==> config.mk <==
export PLATFORM = sky130hd
export DESIGN_NAME = bpr_ctrl
export DESIGN_NICKNAME = d
export VERILOG_FILES = /design/src/rtl/core/bpr_pkg.sv /design/src/rtl/core/bpr_ctrl.sv
export SDC_FILE = /design/constraint.sdc
export NUM_CORES = 1
export LEC_CHECK = 0
export BUFFER_PORTS_ARGS = -buffer_cell sky130_fd_sc_hd__buf_2
export CAP_MARGIN = 20
export CORE_MARGIN = 1
export CORE_UTILIZATION = 48
export CTS_BUF_LIST = sky130_fd_sc_hd__clkbuf_16
export DETAILED_ROUTE_END_ITERATION = 6
export PLACE_DENSITY = 0.84
export REMOVE_ABC_BUFFERS = 1
export SETUP_SLACK_MARGIN = 0.02
export SLEW_MARGIN = 10
export SYNTH_ARGS = -nofsm -noshare
export SYNTH_HDL_FRONTEND = slang
export SYNTH_SLANG_ARGS = --single-unit
==> constraint.sdc <==
create_clock -name clk -period 3.2 [get_ports clk]
set_input_delay 0.32 -clock clk [delete_from_list [all_inputs] [get_ports clk]]
set_output_delay 0.32 -clock clk [all_outputs]
set_load 0.01 [all_outputs]
==> src/rtl/core/bpr_pkg.sv <==
// bpr_pkg: shared constants, codes and controller/datapath command types
// for the bisection root finder; no dependencies
`default_nettype none

package bpr_pkg;

	localparam int END_W = 32;
	localparam int FX_W  = 48;
	localparam int CFG_INDEX_W = 1;
	localparam int CFG_DATA_W  = 48;

	localparam logic [CFG_INDEX_W-1:0] CFG_PRECISION = 1'b0;
	localparam logic [CFG_INDEX_W-1:0] CFG_LIMIT     = 1'b1;

	localparam logic [FX_W-1:0] PRECISION_RESET = 48'd268435;
	localparam int LIMIT_RESET = 100;

	localparam logic [1:0] SEL_LOW  = 2'd0;
	localparam logic [1:0] SEL_HIGH = 2'd1;
	localparam logic [1:0] SEL_MID  = 2'd2;

	typedef struct packed {
		logic       load;
		logic       eval_start;
		logic [1:0] eval_sel;
		logic       mul_mag;
		logic       mul_lo;
		logic       mul_hi;
		logic       mul_sum;
		logic       mul_sat;
		logic       keep_x2;
		logic       fin_a;
		logic       fin_b;
		logic       set_flo;
		logic       set_fhi;
		logic       bisect;
		logic       dec;
		logic       diff;
		logic       set_failed;
		logic       out_load;
	} bpr_cmd_t;

	typedef struct packed {
		logic too_wide;
		logic passes_zero;
		logic signs_differ;
		logic out_free;
	} bpr_status_t;

endpackage

`default_nettype wire

==> src/rtl/core/bpr_ctrl.sv <==
// bpr_ctrl: state machine sequencing polynomial evaluations and bisection
// passes; drives bpr_datapath through bpr_cmd_t, depends on bpr_pkg
`default_nettype none

module bpr_ctrl import bpr_pkg::*; (
	input  logic        clk,
	input  logic        arst_n,
	input  logic        in_valid,
	output logic        in_ready,
	input  bpr_status_t status,
	output bpr_cmd_t    cmd
);

	localparam logic [3:0] S_IDLE  = 4'd0;
	localparam logic [3:0] S_START = 4'd1;
	localparam logic [3:0] S_MAG   = 4'd2;
	localparam logic [3:0] S_LO    = 4'd3;
	localparam logic [3:0] S_HI    = 4'd4;
	localparam logic [3:0] S_SUM   = 4'd5;
	localparam logic [3:0] S_SAT   = 4'd6;
	localparam logic [3:0] S_FIN1  = 4'd7;
	localparam logic [3:0] S_FIN2  = 4'd8;
	localparam logic [3:0] S_STORE = 4'd9;
	localparam logic [3:0] S_CHK   = 4'd10;
	localparam logic [3:0] S_TEST  = 4'd11;
	localparam logic [3:0] S_OUT   = 4'd12;

	localparam logic [1:0] TGT_LOW  = 2'd0;
	localparam logic [1:0] TGT_HIGH = 2'd1;
	localparam logic [1:0] TGT_MID  = 2'd2;
	localparam logic [1:0] TGT_ROOT = 2'd3;

	logic [3:0] state_q, state_d;
	logic [1:0] tgt_q, tgt_d;
	logic [1:0] pow_q, pow_d;

	assign in_ready = (state_q == S_IDLE);

	always_comb begin
		state_d = state_q;
		tgt_d   = tgt_q;
		pow_d   = pow_q;
		cmd     = '0;
		unique case (state_q)
			S_IDLE: begin
				if (in_valid) begin
					cmd.load = 1'b1;
					tgt_d    = TGT_LOW;
					state_d  = S_START;
				end
			end
			S_START: begin
				cmd.eval_start = 1'b1;
				cmd.eval_sel   = (tgt_q == TGT_LOW) ? SEL_LOW :
				                 (tgt_q == TGT_HIGH) ? SEL_HIGH : SEL_MID;
				pow_d          = 2'd0;
				state_d        = S_MAG;
			end
			S_MAG: begin
				cmd.mul_mag = 1'b1;
				state_d     = S_LO;
			end
			S_LO: begin
				cmd.mul_lo = 1'b1;
				state_d    = S_HI;
			end
			S_HI: begin
				cmd.mul_hi = 1'b1;
				state_d    = S_SUM;
			end
			S_SUM: begin
				cmd.mul_sum = 1'b1;
				state_d     = S_SAT;
			end
			S_SAT: begin
				cmd.mul_sat = 1'b1;
				cmd.keep_x2 = (pow_q == 2'd0);
				if (pow_q == 2'd3) begin
					state_d = S_FIN1;
				end else begin
					pow_d   = pow_q + 2'd1;
					state_d = S_MAG;
				end
			end
			S_FIN1: begin
				cmd.fin_a = 1'b1;
				state_d   = S_FIN2;
			end
			S_FIN2: begin
				cmd.fin_b = 1'b1;
				state_d   = S_STORE;
			end
			S_STORE: begin
				unique case (tgt_q)
					TGT_LOW: begin
						cmd.set_flo = 1'b1;
						tgt_d       = TGT_HIGH;
						state_d     = S_START;
					end
					TGT_HIGH: begin
						cmd.set_fhi = 1'b1;
						state_d     = S_CHK;
					end
					TGT_MID: begin
						cmd.bisect = 1'b1;
						cmd.dec    = 1'b1;
						state_d    = S_CHK;
					end
					default: begin
						state_d = S_OUT;
					end
				endcase
			end
			S_CHK: begin
				cmd.diff = 1'b1;
				state_d  = S_TEST;
			end
			S_TEST: begin
				if (status.too_wide && !status.passes_zero) begin
					if (status.signs_differ) begin
						tgt_d   = TGT_MID;
						state_d = S_START;
					end else begin
						cmd.dec = 1'b1;
					end
				end else begin
					cmd.set_failed = 1'b1;
					tgt_d          = TGT_ROOT;
					state_d        = S_START;
				end
			end
			S_OUT: begin
				if (status.out_free) begin
					cmd.out_load = 1'b1;
					state_d      = S_IDLE;
				end
			end
			default: begin
				state_d = S_IDLE;
			end
		endcase
	end

	always_ff @(posedge clk or negedge arst_n) begin
		if (!arst_n) begin
			state_q <= S_IDLE;
			tgt_q   <= TGT_LOW;
			pow_q   <= 2'd0;
		end else begin
			state_q <= state_d;
			tgt_q   <= tgt_d;
			pow_q   <= pow_d;
		end
	end

`ifndef SYNTHESIS
	a_load_start: assert property (@(posedge clk) disable iff (!arst_n)
		cmd.load |=> (state_q == S_START))
		else $error("load not followed by evaluation start");

	a_hold_out: assert property (@(posedge clk) disable iff (!arst_n)
		(state_q == S_OUT && !status.out_free) |=> (state_q == S_OUT))
		else $error("result dropped while output register busy");

	a_dec_nonzero: assert property (@(posedge clk) disable iff (!arst_n)
		cmd.dec |-> !status.passes_zero)
		else $error("pass counter decremented at zero");

	a_fin_after_sat: assert property (@(posedge clk) disable iff (!arst_n)
		(state_q == S_FIN1) |-> ($past(state_q) == S_SAT && $past(pow_q) == 2'd3))
		else $error("polynomial finish before fifth power");
`endif

endmodule

`default_nettype wire

==> flow_summary.yaml <==
placement:
  gp_congestion: 0.845
  place_area_um2: 882
  dp_hpwl_mm: 1.25
  port_buffers: 26
  place_ws_ps: 1250
sta:
  fmax_mhz: 495
  slew_headroom_pct: 64.6
  finalMaxSlewViolations: 0
  finalCriticalPeriod_ps: 2020
  rsz0062_at_grt: "false"
  fin_skew_ps: 2.70
  worst_pin_slew_ps: 531
  hold_viol: 0
  period_share_pct: 63.1
  fin_ws_ps: 1180
  setup_viol: 0
  final.setup.tns_ps: 0
floorplan:
  io_pins: 27
  placementRows: 14
  die_y_um: 42.0
  fp.dieW_um: 42.0
  coreArea_um2: 1510
  die-area_um2: 1770
  start_util_pct: 51.1
cells_and_area:
  n_antenna_cell: 0
  nNetsFinal: 136
  area.sequential_um2: 200
  fin_area_um2: 967
  filler_cell_count: 134
  multiInputGateArea_um2: 513
  syn_to_final_growth_pct: 25.7
  drive_gt1_share_pct: 28.6
setup_path:
  endpoint_kind: "output pin"
  startpoint_type: "flip-flop"
  crit_fanout: 18
  cp.arrival_ps: 1700
  worstSetupPathType: "reg -> out"
  reg2reg_depth: 4
  crit_path_start: "state_q[3]"
  required_ps: 2880
  r2r_start: "state_q[3]"
global_routing:
  grt_usage_pct: 21.9
  antenna_found_initial: 0
  grt-ovfl-total: 0
  grt_max_degree: 20
  grt_pass1_wl_mm: 2.92
  grt_pass1_vias: 680
power:
  p_leak_uw: 0.000504
  power_density_nw_per_um2: 969
  peakVddDrop_mv: 0.512
logic_synthesis:
  synth_area_leaders: "dfrtp_1 (26%), ha_1 (13%), nor2_1 (6.3%)"
  yosys_warnings: 0
  synth_xor_area_share_pct: 0
  yosysUniqueCellTypes: 33
  synth_mux_area_share_pct: 5.53
  yosys.area_share.simple_pct: 30.9
  yosysMostFrequentCell: "nor2_1"
  synth.top_cells.by_count: "nor2_1 (13), dfrtp_1 (8), ha_1 (8)"
  synth_edf_count: 0
  synth_top_family_by_area: "simple AND/OR/NAND/NOR gates"
  synthCells: 96
  synth_compound_area_share_pct: 17.2
  synth_fa_ha_area_share_pct: 13.0
  netlist_area_um2: 769
  avgSynthCellArea_um2: 8.02
  synth_top_area_share_pct: 26.0
  synth_flop_cell: "dfrtp_1"
  ys_seq_area_share_pct: 26.0
  synthArstFlopShare_pct: 100
  synth_largest_area_cell: "dfrtp_1"
  ys_ff_latch: 8
drt:
  via_count: 757
  via_per_inst: 5.61
  firstDrtPassIters: 4
  avgRoutedWirePerCell_um: 13.0
  ant_nets: 0
  drc_errors: 0
  wl_mm: 1.75
  drt-initial-drc-count: 13
hold_path:
  holdCritStartpoint: "status[1]"
  holdPathStages: 3
  hold_class: "in -> reg"
job:
  drv_cap: 0
clocking:
  post_cts_buffers: 0
  cts_tree: "done"
  root_buffer: "clkbuf_16"
  cts.path.max_buffers: 2
  insertion_delay_ps: 240
  numCtsBuffers: 3
  clk_pin_slew_ps: 40
  cts.htree.levels: 1
  cts_sinks: 8
status:
  status: "finished, final reports clean"
==> power breakdown <==
| part | internal [uW] | switching, uW | total [uW] |
|---|---|---|---|
| Clock | 162 | 53.1 | 215 |
| Sequential | 146 | 129 | 275 |
| Combinational | 208 | 240 | 447 |
==> worst paths after layout <==
check,endpoint,slack [ps]
worst max-delay path,cmd[1],1180
worst min-delay path,tgt_q[1],440
worst max register to register,tgt_q[0],1250
worst min register to register,pow_q[0],510
max in group asynchronous,tgt_q[0],2540
min in group asynchronous,pow_q[1],480
==> state kept, by name, summed over array words and instances (netlist names) <==
register and flops:
state_q 4, pow_q 2, tgt_q 2
==> cells by family (layout without fill, tap and decap cells) <==
logic type	Yosys count	in the layout
fa+ha+maj	8	8
buf+inv	12	35
flops	8	8
simple gates	45	45
mux	4	4
compound gates	19	19
==> what timing repair did <==
action / 4_1_cts / 5_1_grt
hold buffers: 1 / 0
hold endpoints to repair: 8 / 0
gates resized for setup: 0 / 0
==> layout make-up <==
type	instances	share of cell area (%)
clock buffers	3	7.76
inverters	5	1.94
multi-input cells	76	53.0
flip-flops and latches	8	20.7
well taps	16	2.07
repair buffers	27	14.5
==> through the flow <==
step                      std cells  power (uW)  hold slack [ps]  utilization (%)
after floorplan                  89         570             24.4                -
after global placement          131         699              180             58.6
after detailed placement        131         722              179             58.6
after CTS                       135         944              442             64.2
after global routing            135        1020              486             64.2
final                           135         938              437             64.2
==> critical path, stage by stage, from the launching register on <==
cell and delay (ps):
dfrtp_1 640, nor2b_1 380, nand3_1 180, nor2_1 120, buf_2 130
==> cells in the final DEF (no fill, tap or decap), drive strengths merged <==
cell,synthesis,final
a32oi,1,1
o22ai,1,1
dfrtp,8,8
buf,2,26
nand2,5,5
inv,5,5
o21ai,3,3
nor2b,5,5
o2bb2ai,1,1
mux2,2,2
nand2b,4,4
a211oi,1,1
a21oi,6,6
and4,1,1
mux2i,2,2
nor3,7,7
a21boi,1,1
o211ai,1,1
o31ai,1,1
clkbuf,5,3
or4b,1,1
nand3b,1,1
nand3,1,1
and2,2,2
dlygate4sd3,0,1
and3,4,4
ha,8,8
nor2,13,13
nor4,1,1
o21bai,2,2
o221a,1,1
==> metal layers <==
layer | share of wire (%) | track usage [%]
met3 | 5.3 | 7.76
met4 | 3.4 | 9.38
met1 | 45 | 26.0
met5 | 0 | 0
met2 | 47 | 35.9
Power figures use the tool's default switching activity.
