`src/rtl/core/bpr_pkg.sv`:
```
// bpr_pkg: shared constants, codes and controller/datapath command types
// for the bisection root finder; no dependencies
`default_nettype none

package bpr_pkg;

	localparam int END_W = 32;
	localparam int FX_W  = 48;
	localparam int CFG_INDEX_W = 1;
	localparam int CFG_DATA_W  = 48;

	localparam logic [CFG_INDEX_W-1:0] CFG_PRECISION = 1'b0;
	localparam logic [CFG_INDEX_W-1:0] CFG_LIMIT     = 1'b1;

	localparam logic [FX_W-1:0] PRECISION_RESET = 48'd268435;
	localparam int LIMIT_RESET = 100;

	localparam logic [1:0] SEL_LOW  = 2'd0;
	localparam logic [1:0] SEL_HIGH = 2'd1;
	localparam logic [1:0] SEL_MID  = 2'd2;

	typedef struct packed {
		logic       load;
		logic       eval_start;
		logic [1:0] eval_sel;
		logic       mul_mag;
		logic       mul_lo;
		logic       mul_hi;
		logic       mul_sum;
		logic       mul_sat;
		logic       keep_x2;
		logic       fin_a;
		logic       fin_b;
		logic       set_flo;
		logic       set_fhi;
		logic       bisect;
		logic       dec;
		logic       diff;
		logic       set_failed;
		logic       out_load;
	} bpr_cmd_t;

	typedef struct packed {
		logic too_wide;
		logic passes_zero;
		logic signs_differ;
		logic out_free;
	} bpr_status_t;

endpackage

`default_nettype wire

```
`src/rtl/core/bpr_datapath.sv`:
```
// bpr_datapath: interval registers, shared fixed-point multiplier, polynomial
// finish logic, config registers and output register; depends on bpr_pkg
`default_nettype none

module bpr_datapath import bpr_pkg::*; #(
	parameter int FRAC_BITS   = 28,
	parameter int COUNT_WIDTH = 10
) (
	input  logic                    clk,
	input  logic                    arst_n,
	input  logic signed [END_W-1:0] in_left,
	input  logic signed [END_W-1:0] in_right,
	input  logic                    cfg_we,
	input  logic [CFG_INDEX_W-1:0]  cfg_index,
	input  logic [CFG_DATA_W-1:0]   cfg_data,
	input  bpr_cmd_t                cmd,
	output bpr_status_t             status,
	input  logic                    out_ready,
	output logic                    out_valid,
	output logic signed [END_W-1:0] out_root,
	output logic signed [FX_W-1:0]  out_value,
	output logic [COUNT_WIDTH-1:0]  out_used,
	output logic                    out_failed
);

	localparam logic signed [FX_W+1:0] TWO_FX = 50'(64'd2 << FRAC_BITS);
	localparam logic signed [FX_W+1:0] POS_MAX = 50'((64'd1 << (FX_W-1)) - 64'd1);
	localparam logic signed [FX_W+1:0] NEG_MIN = -POS_MAX - 50'sd1;

	function automatic logic signed [FX_W-1:0] sat50(input logic signed [FX_W+1:0] v);
		logic signed [FX_W-1:0] r;
		if (v > POS_MAX) begin
			r = POS_MAX[FX_W-1:0];
		end else if (v < NEG_MIN) begin
			r = NEG_MIN[FX_W-1:0];
		end else begin
			r = v[FX_W-1:0];
		end
		return r;
	endfunction

	logic [FX_W-1:0]          prec_q;
	logic [COUNT_WIDTH-1:0]   limit_q;
	logic signed [END_W-1:0]  lo_q, hi_q, x_q;
	logic signed [FX_W-1:0]   acc_q, x2_q, fx4_q, f_q, flo_q, fhi_q;
	logic signed [FX_W:0]     diff_q;
	logic [FX_W-1:0]          ma_q;
	logic [END_W-1:0]         mb_q;
	logic                     neg_q;
	logic [63:0]              prod_q, plo_q;
	logic [79:0]              sum_q;
	logic [COUNT_WIDTH-1:0]   passes_q;
	logic                     failed_q;
	logic                     out_valid_q;
	logic signed [END_W-1:0]  root_q;
	logic signed [FX_W-1:0]   value_q;
	logic [COUNT_WIDTH-1:0]   used_q;
	logic                     ofail_q;

	logic signed [END_W:0]    mid_sum;
	logic signed [END_W-1:0]  mid;
	logic signed [END_W-1:0]  x_sel;
	logic [END_W-1:0]         mul_a;
	logic [63:0]              mul_p;
	logic [79:0]              shifted;
	logic [FX_W-1:0]          lim;
	logic [FX_W-1:0]          qs;
	logic signed [FX_W-1:0]   mul_res;
	logic signed [FX_W:0]     neg_sum;
	logic                     too_wide;

	assign mid_sum = 33'(lo_q) + 33'(hi_q);
	assign mid     = mid_sum[END_W:1];

	always_comb begin
		unique case (cmd.eval_sel)
			SEL_LOW:  x_sel = lo_q;
			SEL_HIGH: x_sel = hi_q;
			default:  x_sel = mid;
		endcase
	end

	assign mul_a   = cmd.mul_hi ? {16'b0, ma_q[FX_W-1:END_W]} : ma_q[END_W-1:0];
	assign mul_p   = 64'(mul_a) * 64'(mb_q);
	assign shifted = sum_q >> FRAC_BITS;
	assign lim     = neg_q ? {1'b1, {(FX_W-1){1'b0}}} : {1'b0, {(FX_W-1){1'b1}}};
	assign qs      = (shifted > {32'b0, lim}) ? lim : shifted[FX_W-1:0];
	assign mul_res = neg_q ? -$signed(qs) : $signed(qs);

	assign neg_sum  = diff_q + $signed({1'b0, prec_q});
	assign too_wide = diff_q[FX_W] ? (neg_sum[FX_W] || (neg_sum == '0))
	                               : (diff_q[FX_W-1:0] >= prec_q);

	assign status.too_wide     = too_wide;
	assign status.passes_zero  = (passes_q == '0);
	assign status.signs_differ = flo_q[FX_W-1] ^ fhi_q[FX_W-1];
	assign status.out_free     = !out_valid_q || out_ready;

	always_ff @(posedge clk or negedge arst_n) begin
		if (!arst_n) begin
			prec_q  <= PRECISION_RESET;
			limit_q <= COUNT_WIDTH'(LIMIT_RESET);
		end else if (cfg_we) begin
			unique case (cfg_index)
				CFG_PRECISION: prec_q  <= cfg_data;
				CFG_LIMIT:     limit_q <= cfg_data[COUNT_WIDTH-1:0];
				default: ;
			endcase
		end
	end

	always_ff @(posedge clk) begin
		if (cmd.load) begin
			lo_q     <= in_left;
			hi_q     <= in_right;
			passes_q <= limit_q;
		end
		if (cmd.eval_start) begin
			x_q   <= x_sel;
			acc_q <= 48'(x_sel);
		end
		if (cmd.mul_mag) begin
			ma_q  <= acc_q[FX_W-1] ? 48'(-acc_q) : 48'(acc_q);
			mb_q  <= x_q[END_W-1] ? 32'(-x_q) : 32'(x_q);
			neg_q <= acc_q[FX_W-1] ^ x_q[END_W-1];
		end
		if (cmd.mul_lo || cmd.mul_hi) begin
			prod_q <= mul_p;
		end
		if (cmd.mul_hi) begin
			plo_q <= prod_q;
		end
		if (cmd.mul_sum) begin
			sum_q <= {prod_q[FX_W-1:0], 32'b0} + {16'b0, plo_q};
		end
		if (cmd.mul_sat) begin
			acc_q <= mul_res;
			if (cmd.keep_x2) begin
				x2_q <= mul_res;
			end
		end
		if (cmd.fin_a) begin
			fx4_q <= sat50({x2_q, 2'b00});
		end
		if (cmd.fin_b) begin
			f_q <= sat50(50'(acc_q) - 50'(fx4_q) + TWO_FX);
		end
		if (cmd.set_flo) begin
			flo_q <= f_q;
		end
		if (cmd.set_fhi) begin
			fhi_q <= f_q;
		end
		if (cmd.bisect) begin
			if (f_q[FX_W-1] == flo_q[FX_W-1]) begin
				lo_q  <= x_q;
				flo_q <= f_q;
			end else begin
				hi_q  <= x_q;
				fhi_q <= f_q;
			end
		end
		if (cmd.dec) begin
			passes_q <= passes_q - 1'b1;
		end
		if (cmd.diff) begin
			diff_q <= 49'(fhi_q) - 49'(flo_q);
		end
		if (cmd.set_failed) begin
			failed_q <= too_wide;
		end
		if (cmd.out_load) begin
			root_q  <= x_q;
			value_q <= f_q;
			used_q  <= limit_q - passes_q;
			ofail_q <= failed_q;
		end
	end

	always_ff @(posedge clk or negedge arst_n) begin
		if (!arst_n) begin
			out_valid_q <= 1'b0;
		end else if (cmd.out_load) begin
			out_valid_q <= 1'b1;
		end else if (out_ready) begin
			out_valid_q <= 1'b0;
		end
	end

	assign out_valid  = out_valid_q;
	assign out_root   = root_q;
	assign out_value  = value_q;
	assign out_used   = used_q;
	assign out_failed = ofail_q;

endmodule

`default_nettype wire

```
`config.mk`:
```
export PLATFORM = sky130hd
export DESIGN_NAME = bpr_datapath
export DESIGN_NICKNAME = d
export VERILOG_FILES = /design/src/rtl/core/bpr_pkg.sv /design/src/rtl/core/bpr_datapath.sv
export SDC_FILE = /design/constraint.sdc
export NUM_CORES = 2
export LEC_CHECK = 0
export ABC_AREA = 1
export BUFFER_PORTS_ARGS = -buffer_cell sky130_fd_sc_hd__buf_2
export CAP_MARGIN = 10
export CORE_ASPECT_RATIO = 1.5
export CORE_MARGIN = 2
export CORE_UTILIZATION = 50
export DETAILED_ROUTE_END_ITERATION = 6
export PLACE_DENSITY = 0.8
export SYNTH_ARGS = -nofsm -noshare
export SYNTH_HDL_FRONTEND = slang
export SYNTH_SLANG_ARGS = --single-unit
```
`constraint.sdc`:
```
create_clock -name clk -period 7.9 [get_ports clk]
set_clock_uncertainty 0.2 [all_clocks]
set_input_delay 1.58 -clock clk [delete_from_list [all_inputs] [get_ports clk]]
set_output_delay 1.58 -clock clk [all_outputs]
set_load 0.02 [all_outputs]
```
==> run summary <==
### STA
• 0 — number of pins with negative max-slew slack in the final report
• 45 — final number of setup-violating endpoints
• 1.10 — period utilization
• 0 — endpoints failing hold
• 1.45 ns — slew of the pin with the lowest slew margin
• yes — unrepaired setup endpoints after global routing
• 0.0259 — Relative slew margins
• -0.769 ns — final setup slack of the worst path
• 115 MHz — fmax
• -22.68 ns — aggregate negative setup slack
• 0.205 ns — Final Hold Slack
• 8.67 ns — clock period minus final worst setup slack

### Setup path
• 28 — worst-case reg-to-reg path depth
• 0.64 ns — Max stage delay on crit path
• prod_q[61] — Reg2Reg Capture Point
• input pin — CP Launch Type
• mb_q[7] — r2r startpoint
• register — Setup crit end kind
• 8.92 ns — CP Data Arrival Time
• -0.42 ns — R2R Setup Slk
• sky130_fd_sc_hd__fa_2 — critical path's slowest cell
• 8.15 ns — required time of the critical path
• 8 — biggest fanout along the worst timing path
• in -> reg — category of the critical setup timing path

### Detailed routing
• 5.69 — detail-routed via count per cell
• 7 — detailed-routing iteration count for the pre-antenna-repair pass
• 0 — number of nets with antenna violations after detailed routing
• 5826 — initial detailed-routing violation count
• 2 — DRC violation count after routing
• 23.9 microns — wire length per cell after detailed routing
• 70200 — count of vias placed by the detailed router
• 295000 microns — WL final

### Run status
• finished, violations left — run status
• design-rule violations, negative setup slack — violated checks

### Clock network
• 826 — CTS sink cnt
• 0 — hold-fix buffers at CTS
• 3 — CTS HTree Levels
• 3 — maximum clock insertion buffer count
• 0.75 ns — Skew-Pair Late Insertion Delay
• yes — clock tree from TritonCTS
• 83 — number of buffers created by CTS
• 0.08 ns — CTS clock-pin slew for the worst setup and hold paths
• sky130_fd_sc_hd__clkbuf_16 — cell at the root of the clock tree

### Global route
• 97 — pin count of the biggest net entering global routing
• 11 — number of antenna violations at the first check in global routing
• 73400 — vias in the first global route
• 0 — remaining global-route overflow
• 0.354 — gr usage total
• 435000 microns — first-pass GRT wire length

### Final layout
• sky130_fd_sc_hd__inv_1 (1715), sky130_fd_sc_hd__nand2_1 (1635), sky130_fd_sc_hd__nor2_1 (1202), sky130_fd_sc_hd__fa_1 (831), sky130_fd_sc_hd__edfxtp_1 (608) — commonest non-fill, non-tap cells in the layout
• 11800 — final-stage net count
• 0.154 — layout cell share with drive strength beyond 1
• 16.6% — post-synthesis to final-layout area growth
• sky130_fd_sc_hd__inv_1 — commonest non-fill, non-tap cell in the layout

### Hold path
• reg -> reg — worst hold path class
• 0 — hold-critical path depth
• plo_q[48] — hold path endpoint
• prod_q[48] — hold path start

### Yosys
• 8.50 sq um — Avg Synthesized Cell Area
• 0.283 — share of synthesized area occupied by flip-flops and latches
• sky130_fd_sc_hd__edfxtp_1 — cell taking the most area after synthesis
• 608 — number of synthesized flops with an enable pin
• 0.0714 — fraction of registers with async set/reset
• 826 — synthesis-stage register bit count
• sky130_fd_sc_hd__edfxtp_1 (23%), sky130_fd_sc_hd__fa_1 (22%), sky130_fd_sc_hd__ha_1 (9.7%) — top area cells in the synthesized netlist
• 62 — count of distinct cell types in the synthesized netlist
• 81100 sq um — synthesized area
• 0.225 — share of Yosys cell area claimed by the top area cell type
• 11200 — net count of the mapped netlist
• 9536 — post-synthesis cell count
• sky130_fd_sc_hd__edfxtp_1 — ys flop type
• 0 — Yosys Warn Count

### Floorplan
• 497 microns — vertical extent of the die
• 333 microns — horizontal die dimension
• 162000 sq um — core area
• 165000 sq um — total die area
• 0.501 — initial cell density of the core
• 181 — row count
• 232 — number of primary I/O pins

### Placed design
• 231 — count of port buffers added during placement
• -1.60 ns — pre-CTS setup slack
• 238000 microns — Final HPWL DP
• 1.06 — weighted congestion reported at the end of routability-driven placement

### Run
• 0 — # Max-Cap Violations

## how the worst max path moves through the flow
stage,start,end,slack [ns]
5_1_grt,cmd[12],prod_q[56],-0.96
2_1_floorplan,cmd[12],prod_q[56],-0.49
3_3_place_gp,cmd[12],prod_q[56],-1.52
3_5_place_dp,cmd[12],prod_q[60],-1.60
4_1_cts,cmd[12],prod_q[51],-0.65
6_report,cmd[12],prod_q[56],-0.77
## cell type report
class | count | area (sq um)
Inverter | 1837 | 6940
Sequential cell | 826 | 22900
Timing Repair inverter | 2 | 22.5
Clock buffer | 107 | 2270
Clock inverter | 48 | 658
Antenna cell | 6 | 15.0
Fill cell | 13900 | 67200
Timing Repair Buffer | 838 | 6690
Multi-Input combinational cell | 6585 | 52400
Tap cell | 2104 | 2630
## sequential cells by signal (all words and copies together) (netlist names), 47 cells and up, named ones only
name / count
acc_q: 48
diff_q: 49
f_q: 48
fhi_q: 48
flo_q: 47
fx4_q: 47
ma_q: 48
out_value: 48
prec_q: 48
prod_q: 64
sum_q: 52
x2_q: 48
## through the flow
| stage | area (sq um) | util | std cells |
|---|---|---|---|
| floorplan | 82200 | - | 9536 |
| finish | 94500 | 0.585 | 12400 |
| global placement | 88900 | 0.549 | 12100 |
| detailed placement | 88900 | 0.549 | 12100 |
| CTS | 93200 | 0.577 | 12300 |
| global route | 94500 | 0.585 | 12400 |
## synth_stat cells, drive strengths merged, types with 24 or more instances
cell    count
o21ai     464
nor3       71
fa        902
dfxtp     159
clkinv     24
xor2      203
nand2    1709
xnor2     125
mux2       49
edfxtp    608
nand3     216
o221ai     34
o21a       29
inv      1813
nand4      65
clkbuf    245
a21oi     501
ha        627
o211ai     36
a31oi      87
dfrtp      49
or2        46
nor2     1272
buf        45
## worst max-delay path, delay by kind of cell
| family | cells | cell delay [ns] |
|---|---|---|
| AO/OA/AOI/OAI | 2 | 0.57 |
| XOR/XNOR | 1 | 0.09 |
| adder cells (fa/ha/maj) | 9 | 4.46 |
| buffers and inverters | 11 | 0.98 |
| AND/OR/NAND/NOR | 8 | 1.21 |
## timing repair
action                     CTS  global route
buffers inserted            46            45
cloned                       6             1
setup endpoints to repair   46            49
pin swaps                   90           170
gates resized for setup    237           262
## routing by layer
metal / GRT usage / vias to the layer above / routed length (microns)
li1: - / 31300 / -
met3: 0.0651 / 1470 / 22200
met4: 0.360 / 10 / 37300
met1: 0.354 / 33900 / 93500
met2: 0.604 / 3598 / 142000
met5: 0 / - / 59
## kinds of logic (layout without fill, tap and decap cells)
family	Yosys count	after routing	synth area share
buffers and inverters	2127	2832	0.100
AO/OA/AOI/OAI	1245	1245	0.0853
multiplexers	49	49	0.00681
AND/OR/NAND/NOR	3432	3434	0.170
adder cells (fa/ha/maj)	1529	1529	0.319
flip-flops	826	826	0.283
XOR/XNOR	328	328	0.0355
other	0	6	0
Power is not shown: default switching activity piles up to over one toggle a cycle in this logic, so the estimate is an artifact.
